$ cat config.mk
export PLATFORM = sky130hd
export DESIGN_NAME = lru_page_replacement_top
export DESIGN_NICKNAME = d
export VERILOG_FILES = /design/src/design/lrupr_pkg.sv /design/src/design/lrupr_cell.sv /design/src/design/lru_page_replacement_top.sv
export SDC_FILE = /design/constraint.sdc
export NUM_CORES = 2
export LEC_CHECK = 0
export BUFFER_PORTS_ARGS = -buffer_cell sky130_fd_sc_hd__buf_2
export CAP_MARGIN = 20
export CORE_ASPECT_RATIO = 0.7
export CORE_UTILIZATION = 50
export DETAILED_ROUTE_END_ITERATION = 10
export GPL_TIMING_DRIVEN = 0
export MAX_ROUTING_LAYER = met4
export PLACE_DENSITY_LB_ADDON = 0.2
export SLEW_MARGIN = 20
export SYNTH_ARGS = -nofsm -noshare
export SYNTH_HDL_FRONTEND = slang
export SYNTH_SLANG_ARGS = --single-unit
$ cat constraint.sdc
create_clock -name clk_i -period 7.6 [get_ports clk_i]
set_input_delay 1.9 -clock clk_i [delete_from_list [all_inputs] [get_ports clk_i]]
set_output_delay 1.9 -clock clk_i [all_outputs]
set_load 0.01 [all_outputs]
$ cat src/design/lrupr_pkg.sv
// Shared types and constants of the LRU page replacement tracker.
package lrupr_pkg;

  localparam int FRAME_SLOTS = 16;
  localparam int SLOT_W      = (FRAME_SLOTS > 1) ? $clog2(FRAME_SLOTS) : 1;
  localparam int RANK_W      = SLOT_W;
  localparam int CNT_W       = $clog2(FRAME_SLOTS + 1);

  localparam int PAGE_W      = 16;
  localparam int FAULT_W     = 32;
  localparam int CFG_W       = 5;
  localparam int SLOT_OUT_W  = 4;
  localparam int ADDR_W      = 3;
  localparam int APB_DATA_W  = 32;

  localparam int S_TDATA_W   = 16;
  localparam int M_FIELDS_W  = 1 + SLOT_OUT_W + 1 + PAGE_W + FAULT_W;
  localparam int M_TDATA_W   = ((M_FIELDS_W + 7) / 8) * 8;

  localparam logic [ADDR_W-3:0] REG_FRAMES_IN_USE = '0;
  localparam logic [CFG_W-1:0]  FRAMES_RESET      = CFG_W'(3);

  typedef enum logic [1:0] {
    ST_IDLE,
    ST_SRCH,
    ST_DONE
  } state_e;

  typedef enum logic [1:0] {
    UPD_NONE,
    UPD_TOUCH,
    UPD_PLACE,
    UPD_CLEAR
  } upd_op_e;

  // Search record that walks the row of cells, one cell a cycle.
  typedef struct packed {
    logic              vld;
    logic [PAGE_W-1:0] page;
    logic              hit;
    logic [SLOT_W-1:0] hit_slot;
    logic [RANK_W-1:0] hit_rank;
    logic              empty_found;
    logic [SLOT_W-1:0] empty_slot;
    logic [RANK_W-1:0] best_rank;
    logic [SLOT_W-1:0] best_slot;
    logic [PAGE_W-1:0] best_page;
  } srch_t;

  // Update broadcast to every cell once the search has finished.
  typedef struct packed {
    upd_op_e           op;
    logic [SLOT_W-1:0] slot;
    logic [RANK_W-1:0] old_rank;
    logic              wr_page;
    logic [PAGE_W-1:0] page;
  } upd_t;

endpackage

$ cat src/design/lrupr_cell.sv
// One frame cell: holds a page, its valid mark and its recency rank, and searches in turn.
module lrupr_cell (
  input  logic                  clk_i,
  input  logic                  rst_ni,
  input  logic [lrupr_pkg::SLOT_W-1:0] idx_i,
  input  logic [lrupr_pkg::CNT_W-1:0]  n_act_i,
  input  lrupr_pkg::srch_t      rec_i,
  output lrupr_pkg::srch_t      rec_o,
  input  lrupr_pkg::upd_t       upd_i
);
  import lrupr_pkg::*;

  logic              vld_q, vld_d;
  logic [RANK_W-1:0] rank_q, rank_d;
  logic [PAGE_W-1:0] page_q, page_d;
  srch_t             rec_q, rec_d;
  logic              act;
  logic              self;

  assign act  = CNT_W'(idx_i) < n_act_i;
  assign self = (idx_i == upd_i.slot);

  always_comb begin
    rec_d = rec_i;
    if (rec_i.vld && act) begin
      if (vld_q && (page_q == rec_i.page) && !rec_i.hit) begin
        rec_d.hit      = 1'b1;
        rec_d.hit_slot = idx_i;
        rec_d.hit_rank = rank_q;
      end
      if (!vld_q && !rec_i.empty_found) begin
        rec_d.empty_found = 1'b1;
        rec_d.empty_slot  = idx_i;
      end
      if ((rank_q > rec_i.best_rank) || (idx_i == '0)) begin
        rec_d.best_rank = rank_q;
        rec_d.best_slot = idx_i;
        rec_d.best_page = page_q;
      end
    end
  end

  always_comb begin
    vld_d  = vld_q;
    rank_d = rank_q;
    page_d = page_q;
    case (upd_i.op)
      UPD_CLEAR: begin
        vld_d  = 1'b0;
        rank_d = '0;
      end
      UPD_TOUCH: begin
        if (vld_q && (rank_q < upd_i.old_rank)) begin
          rank_d = rank_q + RANK_W'(1);
        end
        if (self) begin
          rank_d = '0;
          if (upd_i.wr_page) begin
            page_d = upd_i.page;
          end
        end
      end
      UPD_PLACE: begin
        if (vld_q) begin
          rank_d = rank_q + RANK_W'(1);
        end
        if (self) begin
          vld_d  = 1'b1;
          rank_d = '0;
          page_d = upd_i.page;
        end
      end
      default: begin
      end
    endcase
  end

  always_ff @(posedge clk_i or negedge rst_ni) begin
    if (!rst_ni) begin
      vld_q  <= 1'b0;
      rank_q <= '0;
      rec_q  <= '0;
    end else begin
      vld_q  <= vld_d;
      rank_q <= rank_d;
      rec_q  <= rec_d;
    end
  end

  always_ff @(posedge clk_i) begin
    page_q <= page_d;
  end

  assign rec_o = rec_q;

endmodule

$ cat src/design/lru_page_replacement_top.sv
// Top level of the LRU page replacement tracker: stream ports, APB register, control.
// A beat is taken only in idle; its search record walks the row of frame cells one cell a cycle,
// the finished record is captured, then the update is applied and the result registered once the
// output register is free or draining; only then is the next beat accepted.
// Reset: all frames empty, ranks and fault count zero, frames_in_use 3, output empty.
module lru_page_replacement_top (
  input  logic                             clk_i,
  input  logic                             rst_ni,
  input  logic                             s_axis_tvalid,
  output logic                             s_axis_tready,
  input  logic [lrupr_pkg::S_TDATA_W-1:0]  s_axis_tdata,   // page_number
  input  logic                             s_axis_tlast,   // end_of_string
  output logic                             m_axis_tvalid,
  input  logic                             m_axis_tready,
  // page_hit, frame_slot, evicted_valid, evicted_page, fault_total, zero fill
  output logic [lrupr_pkg::M_TDATA_W-1:0]  m_axis_tdata,
  input  logic                             psel,
  input  logic                             penable,
  input  logic                             pwrite,
  input  logic [lrupr_pkg::ADDR_W-1:0]     paddr,
  input  logic [lrupr_pkg::APB_DATA_W-1:0] pwdata,
  output logic [lrupr_pkg::APB_DATA_W-1:0] prdata,
  output logic                             pready
);
  import lrupr_pkg::*;

  state_e               st_q, st_d;
  logic [CFG_W-1:0]     cfg_q;
  logic [CNT_W-1:0]     n_act;
  logic [FAULT_W-1:0]   fault_q, fault_d, fault_new;
  logic                 last_q;
  srch_t                fin_q, fin_d;
  srch_t                chain [FRAME_SLOTS+1];
  logic [FRAME_SLOTS-1:0] chain_vld;
  upd_t                 upd;
  logic                 m_valid_q, m_valid_d;
  logic [M_TDATA_W-1:0] m_data_q, m_data_d;
  logic                 accept;
  logic                 emit;
  logic                 cfg_wr;
  logic                 hit;
  logic                 evict;
  logic [SLOT_W-1:0]    slot;
  logic [PAGE_W-1:0]    ev_page;

  // Register port.
  assign pready = 1'b1;
  assign cfg_wr = psel && penable && pwrite;

  always_ff @(posedge clk_i or negedge rst_ni) begin
    if (!rst_ni) begin
      cfg_q <= FRAMES_RESET;
    end else if (cfg_wr && (paddr[ADDR_W-1:2] == REG_FRAMES_IN_USE)) begin
      cfg_q <= pwdata[CFG_W-1:0];
    end
  end

  always_comb begin
    prdata = '0;
    if (paddr[ADDR_W-1:2] == REG_FRAMES_IN_USE) begin
      prdata[CFG_W-1:0] = cfg_q;
    end
  end

  always_comb begin
    if (cfg_q == '0) begin
      n_act = CNT_W'(1);
    end else if (32'(cfg_q) > FRAME_SLOTS) begin
      n_act = CNT_W'(FRAME_SLOTS);
    end else begin
      n_act = CNT_W'(cfg_q);
    end
  end

  // Row of frame cells.
  assign s_axis_tready = (st_q == ST_IDLE);
  assign accept        = s_axis_tvalid && s_axis_tready;

  always_comb begin
    chain[0]      = '0;
    chain[0].vld  = accept;
    chain[0].page = s_axis_tdata[PAGE_W-1:0];
  end

  for (genvar g = 0; g < FRAME_SLOTS; g++) begin : g_cell
    lrupr_cell u_cell (
      .clk_i   (clk_i),
      .rst_ni  (rst_ni),
      .idx_i   (SLOT_W'(g)),
      .n_act_i (n_act),
      .rec_i   (chain[g]),
      .rec_o   (chain[g+1]),
      .upd_i   (upd)
    );
    assign chain_vld[g] = chain[g+1].vld;
  end

  // Outcome of a finished search.
  always_comb begin
    hit     = fin_q.hit;
    evict   = 1'b0;
    ev_page = '0;
    upd     = '0;
    upd.op  = UPD_NONE;
    if (fin_q.hit) begin
      slot         = fin_q.hit_slot;
      upd.op       = UPD_TOUCH;
      upd.old_rank = fin_q.hit_rank;
    end else if (fin_q.empty_found) begin
      slot   = fin_q.empty_slot;
      upd.op = UPD_PLACE;
    end else begin
      slot         = fin_q.best_slot;
      evict        = 1'b1;
      ev_page      = fin_q.best_page;
      upd.op       = UPD_TOUCH;
      upd.old_rank = fin_q.best_rank;
      upd.wr_page  = 1'b1;
    end
    upd.slot = slot;
    upd.page = fin_q.page;
    if (last_q) begin
      upd.op = UPD_CLEAR;
    end
    if (!emit) begin
      upd.op = UPD_NONE;
    end
  end

  assign emit = (st_q == ST_DONE) && (!m_valid_q || m_axis_tready);

  always_comb begin
    if (hit || (fault_q == '1)) begin
      fault_new = fault_q;
    end else begin
      fault_new = fault_q + FAULT_W'(1);
    end
  end

  always_comb begin
    st_d      = st_q;
    fin_d     = fin_q;
    fault_d   = fault_q;
    m_valid_d = m_valid_q;
    m_data_d  = m_data_q;
    if (m_axis_tready) begin
      m_valid_d = 1'b0;
    end
    case (st_q)
      ST_IDLE: begin
        if (accept) begin
          st_d = ST_SRCH;
        end
      end
      ST_SRCH: begin
        if (chain[FRAME_SLOTS].vld) begin
          fin_d = chain[FRAME_SLOTS];
          st_d  = ST_DONE;
        end
      end
      ST_DONE: begin
        if (emit) begin
          m_valid_d = 1'b1;
          m_data_d  = M_TDATA_W'({fault_new, ev_page, evict, SLOT_OUT_W'(slot), hit});
          fault_d   = last_q ? '0 : fault_new;
          st_d      = ST_IDLE;
        end
      end
      default: begin
        st_d = ST_IDLE;
      end
    endcase
  end

  always_ff @(posedge clk_i or negedge rst_ni) begin
    if (!rst_ni) begin
      st_q      <= ST_IDLE;
      fault_q   <= '0;
      m_valid_q <= 1'b0;
      fin_q     <= '0;
    end else begin
      st_q      <= st_d;
      fault_q   <= fault_d;
      m_valid_q <= m_valid_d;
      fin_q     <= fin_d;
    end
  end

  always_ff @(posedge clk_i) begin
    m_data_q <= m_data_d;
    if (accept) begin
      last_q <= s_axis_tlast;
    end
  end

  assign m_axis_tvalid = m_valid_q;
  assign m_axis_tdata  = m_data_q;

  // At most one search record is ever in flight along the row.
  a_one_record : assert property (@(posedge clk_i) disable iff (!rst_ni)
    $countones(chain_vld) <= 1)
    else $error("more than one search record in the cell row");

  // A new beat is only taken when the row is empty.
  a_idle_empty : assert property (@(posedge clk_i) disable iff (!rst_ni)
    s_axis_tready |-> (chain_vld == '0))
    else $error("input accepted while a search is in flight");

  // A finished search is loaded only into a free or draining output register.
  a_no_overwrite : assert property (@(posedge clk_i) disable iff (!rst_ni)
    (st_q == ST_DONE && st_d == ST_IDLE) |-> (!m_valid_q || m_axis_tready))
    else $error("result overwrote an untaken beat");

endmodule

==> After elaboration in Yosys (flattened, before gate mapping) <==
Cells that the tools add are included.
{ "classes": {"add_sub_neg": 17, "magnitude_cmp": 48, "n_eq_ne": 105, "mux": 246, "bitwise_logic": 1, "n_reduce_logical": 189} }
{ "ops": {"columns": ["cell", "count"], "rows": [
  ["$mux 38", 16],
  ["$mux 16", 33],
  ["$pmux 16 s2", 16],
  ["$mux 24", 15],
  ["$mux 4", 67],
  ["$eq 16x16->1", 16],
  ["$pmux 4 s3", 16],
  ["$mux 9", 16],
  ["$mux 5", 20],
  ["$ne 3x1->1 const B", 32],
  ["$logic_and 1x1->1", 83],
  ["$ne 2x1->1 const B", 35],
  ["$add 4x1->4 const B", 16],
  ["$lt 4x4->1", 16],
  ["$mux 32", 2],
  ["$reduce_and 4->1", 16],
  ["$gt 4x4->1", 15],
  ["$reduce_and 3->1", 17],
  ["$logic_not 1->1", 46],
  ["$lt 4x5->1 const A", 8],
  ["$reduce_and 2->1", 18],
  ["$add 32x1->32 const B", 1],
  ["$eq 32x32->1 const B", 1],
  ["$eq 4x4->1 const A", 8],
  ["22 further kinds", 77]
]} }
{ "totals": {"ff_bits": 1365, "inputBits": 59, "word_cells": 831} }

==> Logic depth before layout (Yosys ltp) <==
{ "depth": {"ltp_word": 7, "depth_mapped": 13} }

==> Hierarchy <==
From an unflattened synthesis, not the netlist that was laid out.
{ "unflattened": {"hier_cells": 4140, "hier_area_um2": 59627.2} }
{ "by_module_without_submodules": {"columns": ["mod", "n_inst", "cells_each", "area_each_um2", "seq_area_each_um2"], "rows": [
  ["lrupr_cell (g_cell[10].u_cell ...)", 9, 221, 3316.9, 1981.9],
  ["lrupr_cell (g_cell[5].u_cell ...)", 3, 222, 3235.6, 1981.9],
  ["lru_page_replacement_top", 1, 608, 7178.1, 4006.3],
  ["lrupr_cell (g_cell[8].u_cell ...)", 2, 219, 3204.3, 1981.9],
  ["lrupr_cell (g_cell[4].u_cell)", 1, 223, 3314.4, 1981.9],
  ["lrupr_cell (g_cell[0].u_cell)", 1, 216, 3166.8, 1981.9]
]} }

==> Worst setup path after synthesis <==
Ideal clock, no wire load.
{ "synth_path": {"path_kind": "input -> register", "startpoint": "in m_axis_tready", "endpoint": "reg g_cell[1].u_cell.page_q[0], enable pin", "setup_time_ns": 0.389, "t_arrival_ns": 5.938, "required_ns": 7.211, "path_slack_ns": 1.274, "stages": 11, "n_path_buf": 4, "path_cell_list": "nand2b_1 > nand2b_1 > clkbuf_1 > clkinv_1 > o21ai_0 > ha_1 > clkbuf_1 > buf_1 > mux2i_1 > clkbuf_1 > nor2_1"} }
{ "synth_via": {"elab_chain_len": 6, "word_cells_on_any_way": 10, "classes_between": "5 x eq/ne; 1 x mux; 4 x reduce/logical"} }
{ "synth_lines": {"columns": ["item", "line_no", "source"], "rows": [
  ["start: declaration", "lru_page_replacement_top.sv:14", "input logic m_axis_tready,"],
  ["$logic_or 1x1->1 *", "lru_page_replacement_top.sv:130", "assign emit = (st_q == ST_DONE) && (!m_valid_q || m_axis_tready);"],
  ["$logic_and 1x1->1 *", "lru_page_replacement_top.sv:130", null],
  ["$mux 2 *", "lru_page_replacement_top.sv:125", "if (!emit) begin"],
  ["$eq 2x2->1 or $eq 2x1->1 (tied branches)", "lrupr_cell.sv:47", "case (upd_i.op)"],
  ["$ne 2x1->1 (no source line) or $reduce_bool 2->1 (tied branches)", null, null],
  ["$reduce_and 4->1 (no source line) *", null, null],
  ["end signal: assignment", "lrupr_cell.sv:91", "page_q <= page_d;"],
  ["end: declaration", "lrupr_cell.sv:15", "logic [PAGE_W-1:0] page_q, page_d;"]
]} }
Every way passes the cells marked *; elsewhere a longest branch is shown, timed or not.
A chain may end at the register's enable or synchronous reset.

==> Final worst setup path <==
{ "layout_path": {"startpoint": "in m_axis_tready", "endpoint": "reg g_cell[0].u_cell.page_q[9], enable pin"} }
{ "layout_via": {"elab_chain_len": 6, "word_cells_on_any_way": 10, "classes_between": "5 x eq/ne; 1 x mux; 4 x reduce/logical"} }
{ "layout_lines": {"columns": ["item", "line_no"], "rows": [
  ["$logic_or 1x1->1 *", "lru_page_replacement_top.sv:130"],
  ["$logic_and 1x1->1 *", "lru_page_replacement_top.sv:130"],
  ["$mux 2 *", "lru_page_replacement_top.sv:125"],
  ["$eq 2x2->1 or $eq 2x1->1 (tied branches)", "lrupr_cell.sv:47"],
  ["$ne 2x1->1 (no source line) or $reduce_bool 2->1 (tied branches)", null],
  ["$reduce_and 4->1 (no source line) *", null],
  ["end signal: assignment", "lrupr_cell.sv:91"],
  ["end: declaration", "lrupr_cell.sv:15"]
]} }
Marked as above.

==> impl_metrics.csv <==
group,metric,value,unit
synthesis,ys_ff_latch,1320,
clock_tree,cts_sinks,1320,
pwr,powerDensity,289,nW/µm²
routing,avgViaCountPerCell,5.32,
synthesis,syn_area,51800,µm²
global_route,grt_max_degree,143,
synthesis,yosys-top-cells-area,"dfrtp_1, edfxtp_1, mux2_2",
worst_hold_path,hold_end,"g_cell[12].u_cell.rec_o[54]",
synthesis,yosys.area.top_type_share,0.487,
critical_path,start_kind,"input port",
timing,setup_viol,0,
timing,period_share,0.935,
floorplan,die_x,387,µm
timing,max_freq,141,MHz
synthesis,synth_edf_count,311,
critical_path,cp-end-kind,"flip-flop",
synthesis,synth_seq_area_share,0.668,
timing,worst_pin_slew,1190,ps
place,placement.io_buffers,90,
clock_tree,cts_hold_buf,0,
critical_path,reg2reg_to,"g_cell[0].u_cell.page_q[9]",
routing,drc,0,
timing,maxSlewHeadroom,0.206,
clock_tree,cts_tree,"yes",
floorplan,io_pins,150,
global_route,antenna_found_initial,2,
synthesis,synth-async-reset-ratio,0.764,
final_layout,final_nets,4030,
pwr,ir_drop,0.000197,V
clock_tree,clkLatencyLatePin,740,ps
synthesis,synth_top_area_cell,"dfrtp_1",
worst_hold_path,hold_depth,0,
routing,first_iter_violations,2033,
timing,rsz0062_at_grt,"no",
clock_tree,clk_root_buffer_cell,"clkbuf_16",
synthesis,dominantRegCellSynth,"dfrtp_1",
final_layout,multi_input_comb_area,16200,µm²
routing,ant_nets,0,
final_layout,areaGrowthSynthToFinish,13.1,%
worst_hold_path,worstHoldStart,"g_cell[11].u_cell.rec_o[54]",
clock_tree,path_clk_slew,60,ps
clock_tree,htree_levels,3,
synthesis,ys_warn_count,0,
final_layout,drive_gt1_frac,0.225,
critical_path,crit_required,7980,ps
critical_path,crit_fanout,61,
clock_tree,clock_path_buffers,3,
global_route,grt_pass1_wl,182,mm
flow_run,cap_violations,0,
critical_path,worst-r2r-setup-slack,1330,ps
worst_hold_path,hold_path.class,"flip-flop to flip-flop",
place,routabilityCongestion,0.974,
timing,hold_viol_final,0,
critical_path,r2r_start,"st_q[0]",
outcome,run_status,"finished clean",
pwr,p_total,16.9,mW
synthesis,yosys-top-cells-count,"dfrtp_1, mux2_2, edfxtp_1, xor2_1, xnor2_1",
synthesis,syn_inst,3607,
global_route,grt_overflow_total,0,
final_layout,seqCellArea,34600,µm²
clock_tree,postCtsSetupRepairBufs,0,
final_layout,fillers,8090,
global_route,grt_pass1_vias,29200,
routing,avgRoutedWirePerCell,22.3,µm
timing,slew_violations,0,
synthesis,synth_most_common_cell,"dfrtp_1",
critical_path,r2r_cells,10,
routing,num_vias,28300,
synthesis,syn_area_per_cell,14.4,µm²
clock_tree,cts_buffers,119,
global_route,track_usage,0.237,
floorplan,core_area,102000,µm²
timing,fin_worst_skew,27.4,ps
clock_tree,ctsResizeCount,0,
place,hpwl,88.0,mm
timing,whs,370,ps
timing,fin_crit,7100,ps
synthesis,synthDistinctLibCells,92,
critical_path,arrival,7480,ps
routing,drt_wl_total,118,mm
critical_path,path_class,"input port to flip-flop",
floorplan,dieArea,105000,µm²
floorplan,initial_utilization,0.506,
floorplan,rows,98,
pwr,p_leak,26.4,nW
routing,firstDrtPassIters,6,
floorplan,dieHeight,271,µm
==> area by class of cell <==
cell class | count | share of cell area
Clock buffer | 173 | 0.0599
Antenna cell | 2 | 0.0000854
Tap cell | 1350 | 0.0288
Inverter | 114 | 0.00739
Buffer | 147 | 0.0129
Multi-Input combinational cell | 2054 | 0.276
Timing Repair Buffer | 102 | 0.0125
Clock inverter | 54 | 0.0119
Sequential cell | 1320 | 0.590
==> report_power, final <==
group | switching, mW | internal, mW
clock | 2.67 | 3.63
combinational | 1.15 | 0.859
sequential | 0.579 | 8.05
total | 4.40 | 12.5
==> worst max-delay path by stage <==
stage / start / to / depth (start not counted)
global placement: rst_ni / g_cell[2].u_cell.rec_o[31] / 1
finish: m_axis_tready / g_cell[0].u_cell.page_q[9] / 11
detailed placement: m_axis_tready / g_cell[0].u_cell.page_q[10] / 12
CTS: m_axis_tready / g_cell[0].u_cell.page_q[14] / 12
floorplan: m_axis_tready / g_cell[1].u_cell.page_q[0] / 11
global route: m_axis_tready / g_cell[0].u_cell.page_q[15] / 12
==> state kept, by name, indices dropped and copies added (netlist names), 5 cells and up <==
name / flops
g_cell.u_cell.rec_o: 835
g_cell.u_cell.rank_q: 64
m_axis_tdata: 54
g_cell.u_cell.page_q: 256
g_cell.u_cell.vld_q: 16
cfg_q: 5
fault_q: 32
fin_q: 53
==> layer usage <==
| layer | up-vias | GRT usage | wire length (µm) |
|---|---|---|---|
| li1 | 13200 | - | - |
| met1 | 14100 | 0.350 | 57700 |
| met2 | 792 | 0.342 | 51100 |
| met3 | 209 | 0.0405 | 6520 |
| met4 | 0 | 0.0627 | 3000 |
| met5 | - | - | 0 |
==> critical path, stage by stage <==
cell and delay (ps):
buf_2 90, nand2b_1 170, nand2b_1 180, clkbuf_1 500, clkinv_4 620, o21ai_0 370, ha_1 590, clkbuf_1 810
mux2i_2 840, clkbuf_1 880, nor2_2 420
==> cells by family (layout without fill, tap and decap cells) <==
| kind of cell | Yosys count | in the layout | share of synthesized area |
|---|---|---|---|
| other | 2 | 32 | 0.000145 |
| adders and majority gates | 113 | 113 | 0.0273 |
| and+or+nand+nor | 815 | 815 | 0.0866 |
| buffers and inverters | 261 | 590 | 0.0228 |
| xor gates and xnor gates | 285 | 285 | 0.0482 |
| AOI/OAI and AO/OA | 374 | 374 | 0.0529 |
| DFF | 1320 | 1320 | 0.668 |
| muxes | 437 | 437 | 0.0940 |
==> cell usage in the layout, fill, tap and decap left out, types with 30 or more instances in the layout <==
cell       netlist  layout
nor4_1          41      41
mux2_2         375     375
nor3_1          37      37
conb_1           2      30
nand4_1         66      66
xnor2_1        136     136
and3_1          34      34
ha_1           113     113
nand2_1        132     132
mux2i_1         41      40
xor2_1         149     149
dfrtp_1       1007    1007
o21ai_0         59      58
buf_4           31      31
and2_1          49      49
nor2b_1         68      67
clkbuf_1        63      85
inv_1          109     109
nand2b_1        52      52
buf_2           39     128
clkbuf_8         0      31
nand3_1         81      81
a21oi_1         43      43
clkbuf_16        0     120
nor2_1         125     109
edfxtp_1       311     311
or2_2           64      64
==> stage by stage <==
step | cell area (µm²) | utilization | setup TNS, ps | setup slack [ps] | cells
final | 58600 | 0.572 | 0 | 496 | 5316
after global routing | 58600 | 0.572 | 0 | 348 | 5314
after CTS | 58600 | 0.572 | 0 | 659 | 5313
after detailed placement | 54400 | 0.531 | -9570 | -171 | 5086
after global placement | 54000 | 0.528 | - | -16950 | 5075
after floorplan | 51900 | - | 0 | 1270 | 3635
(Power assumes the default switching activity.)
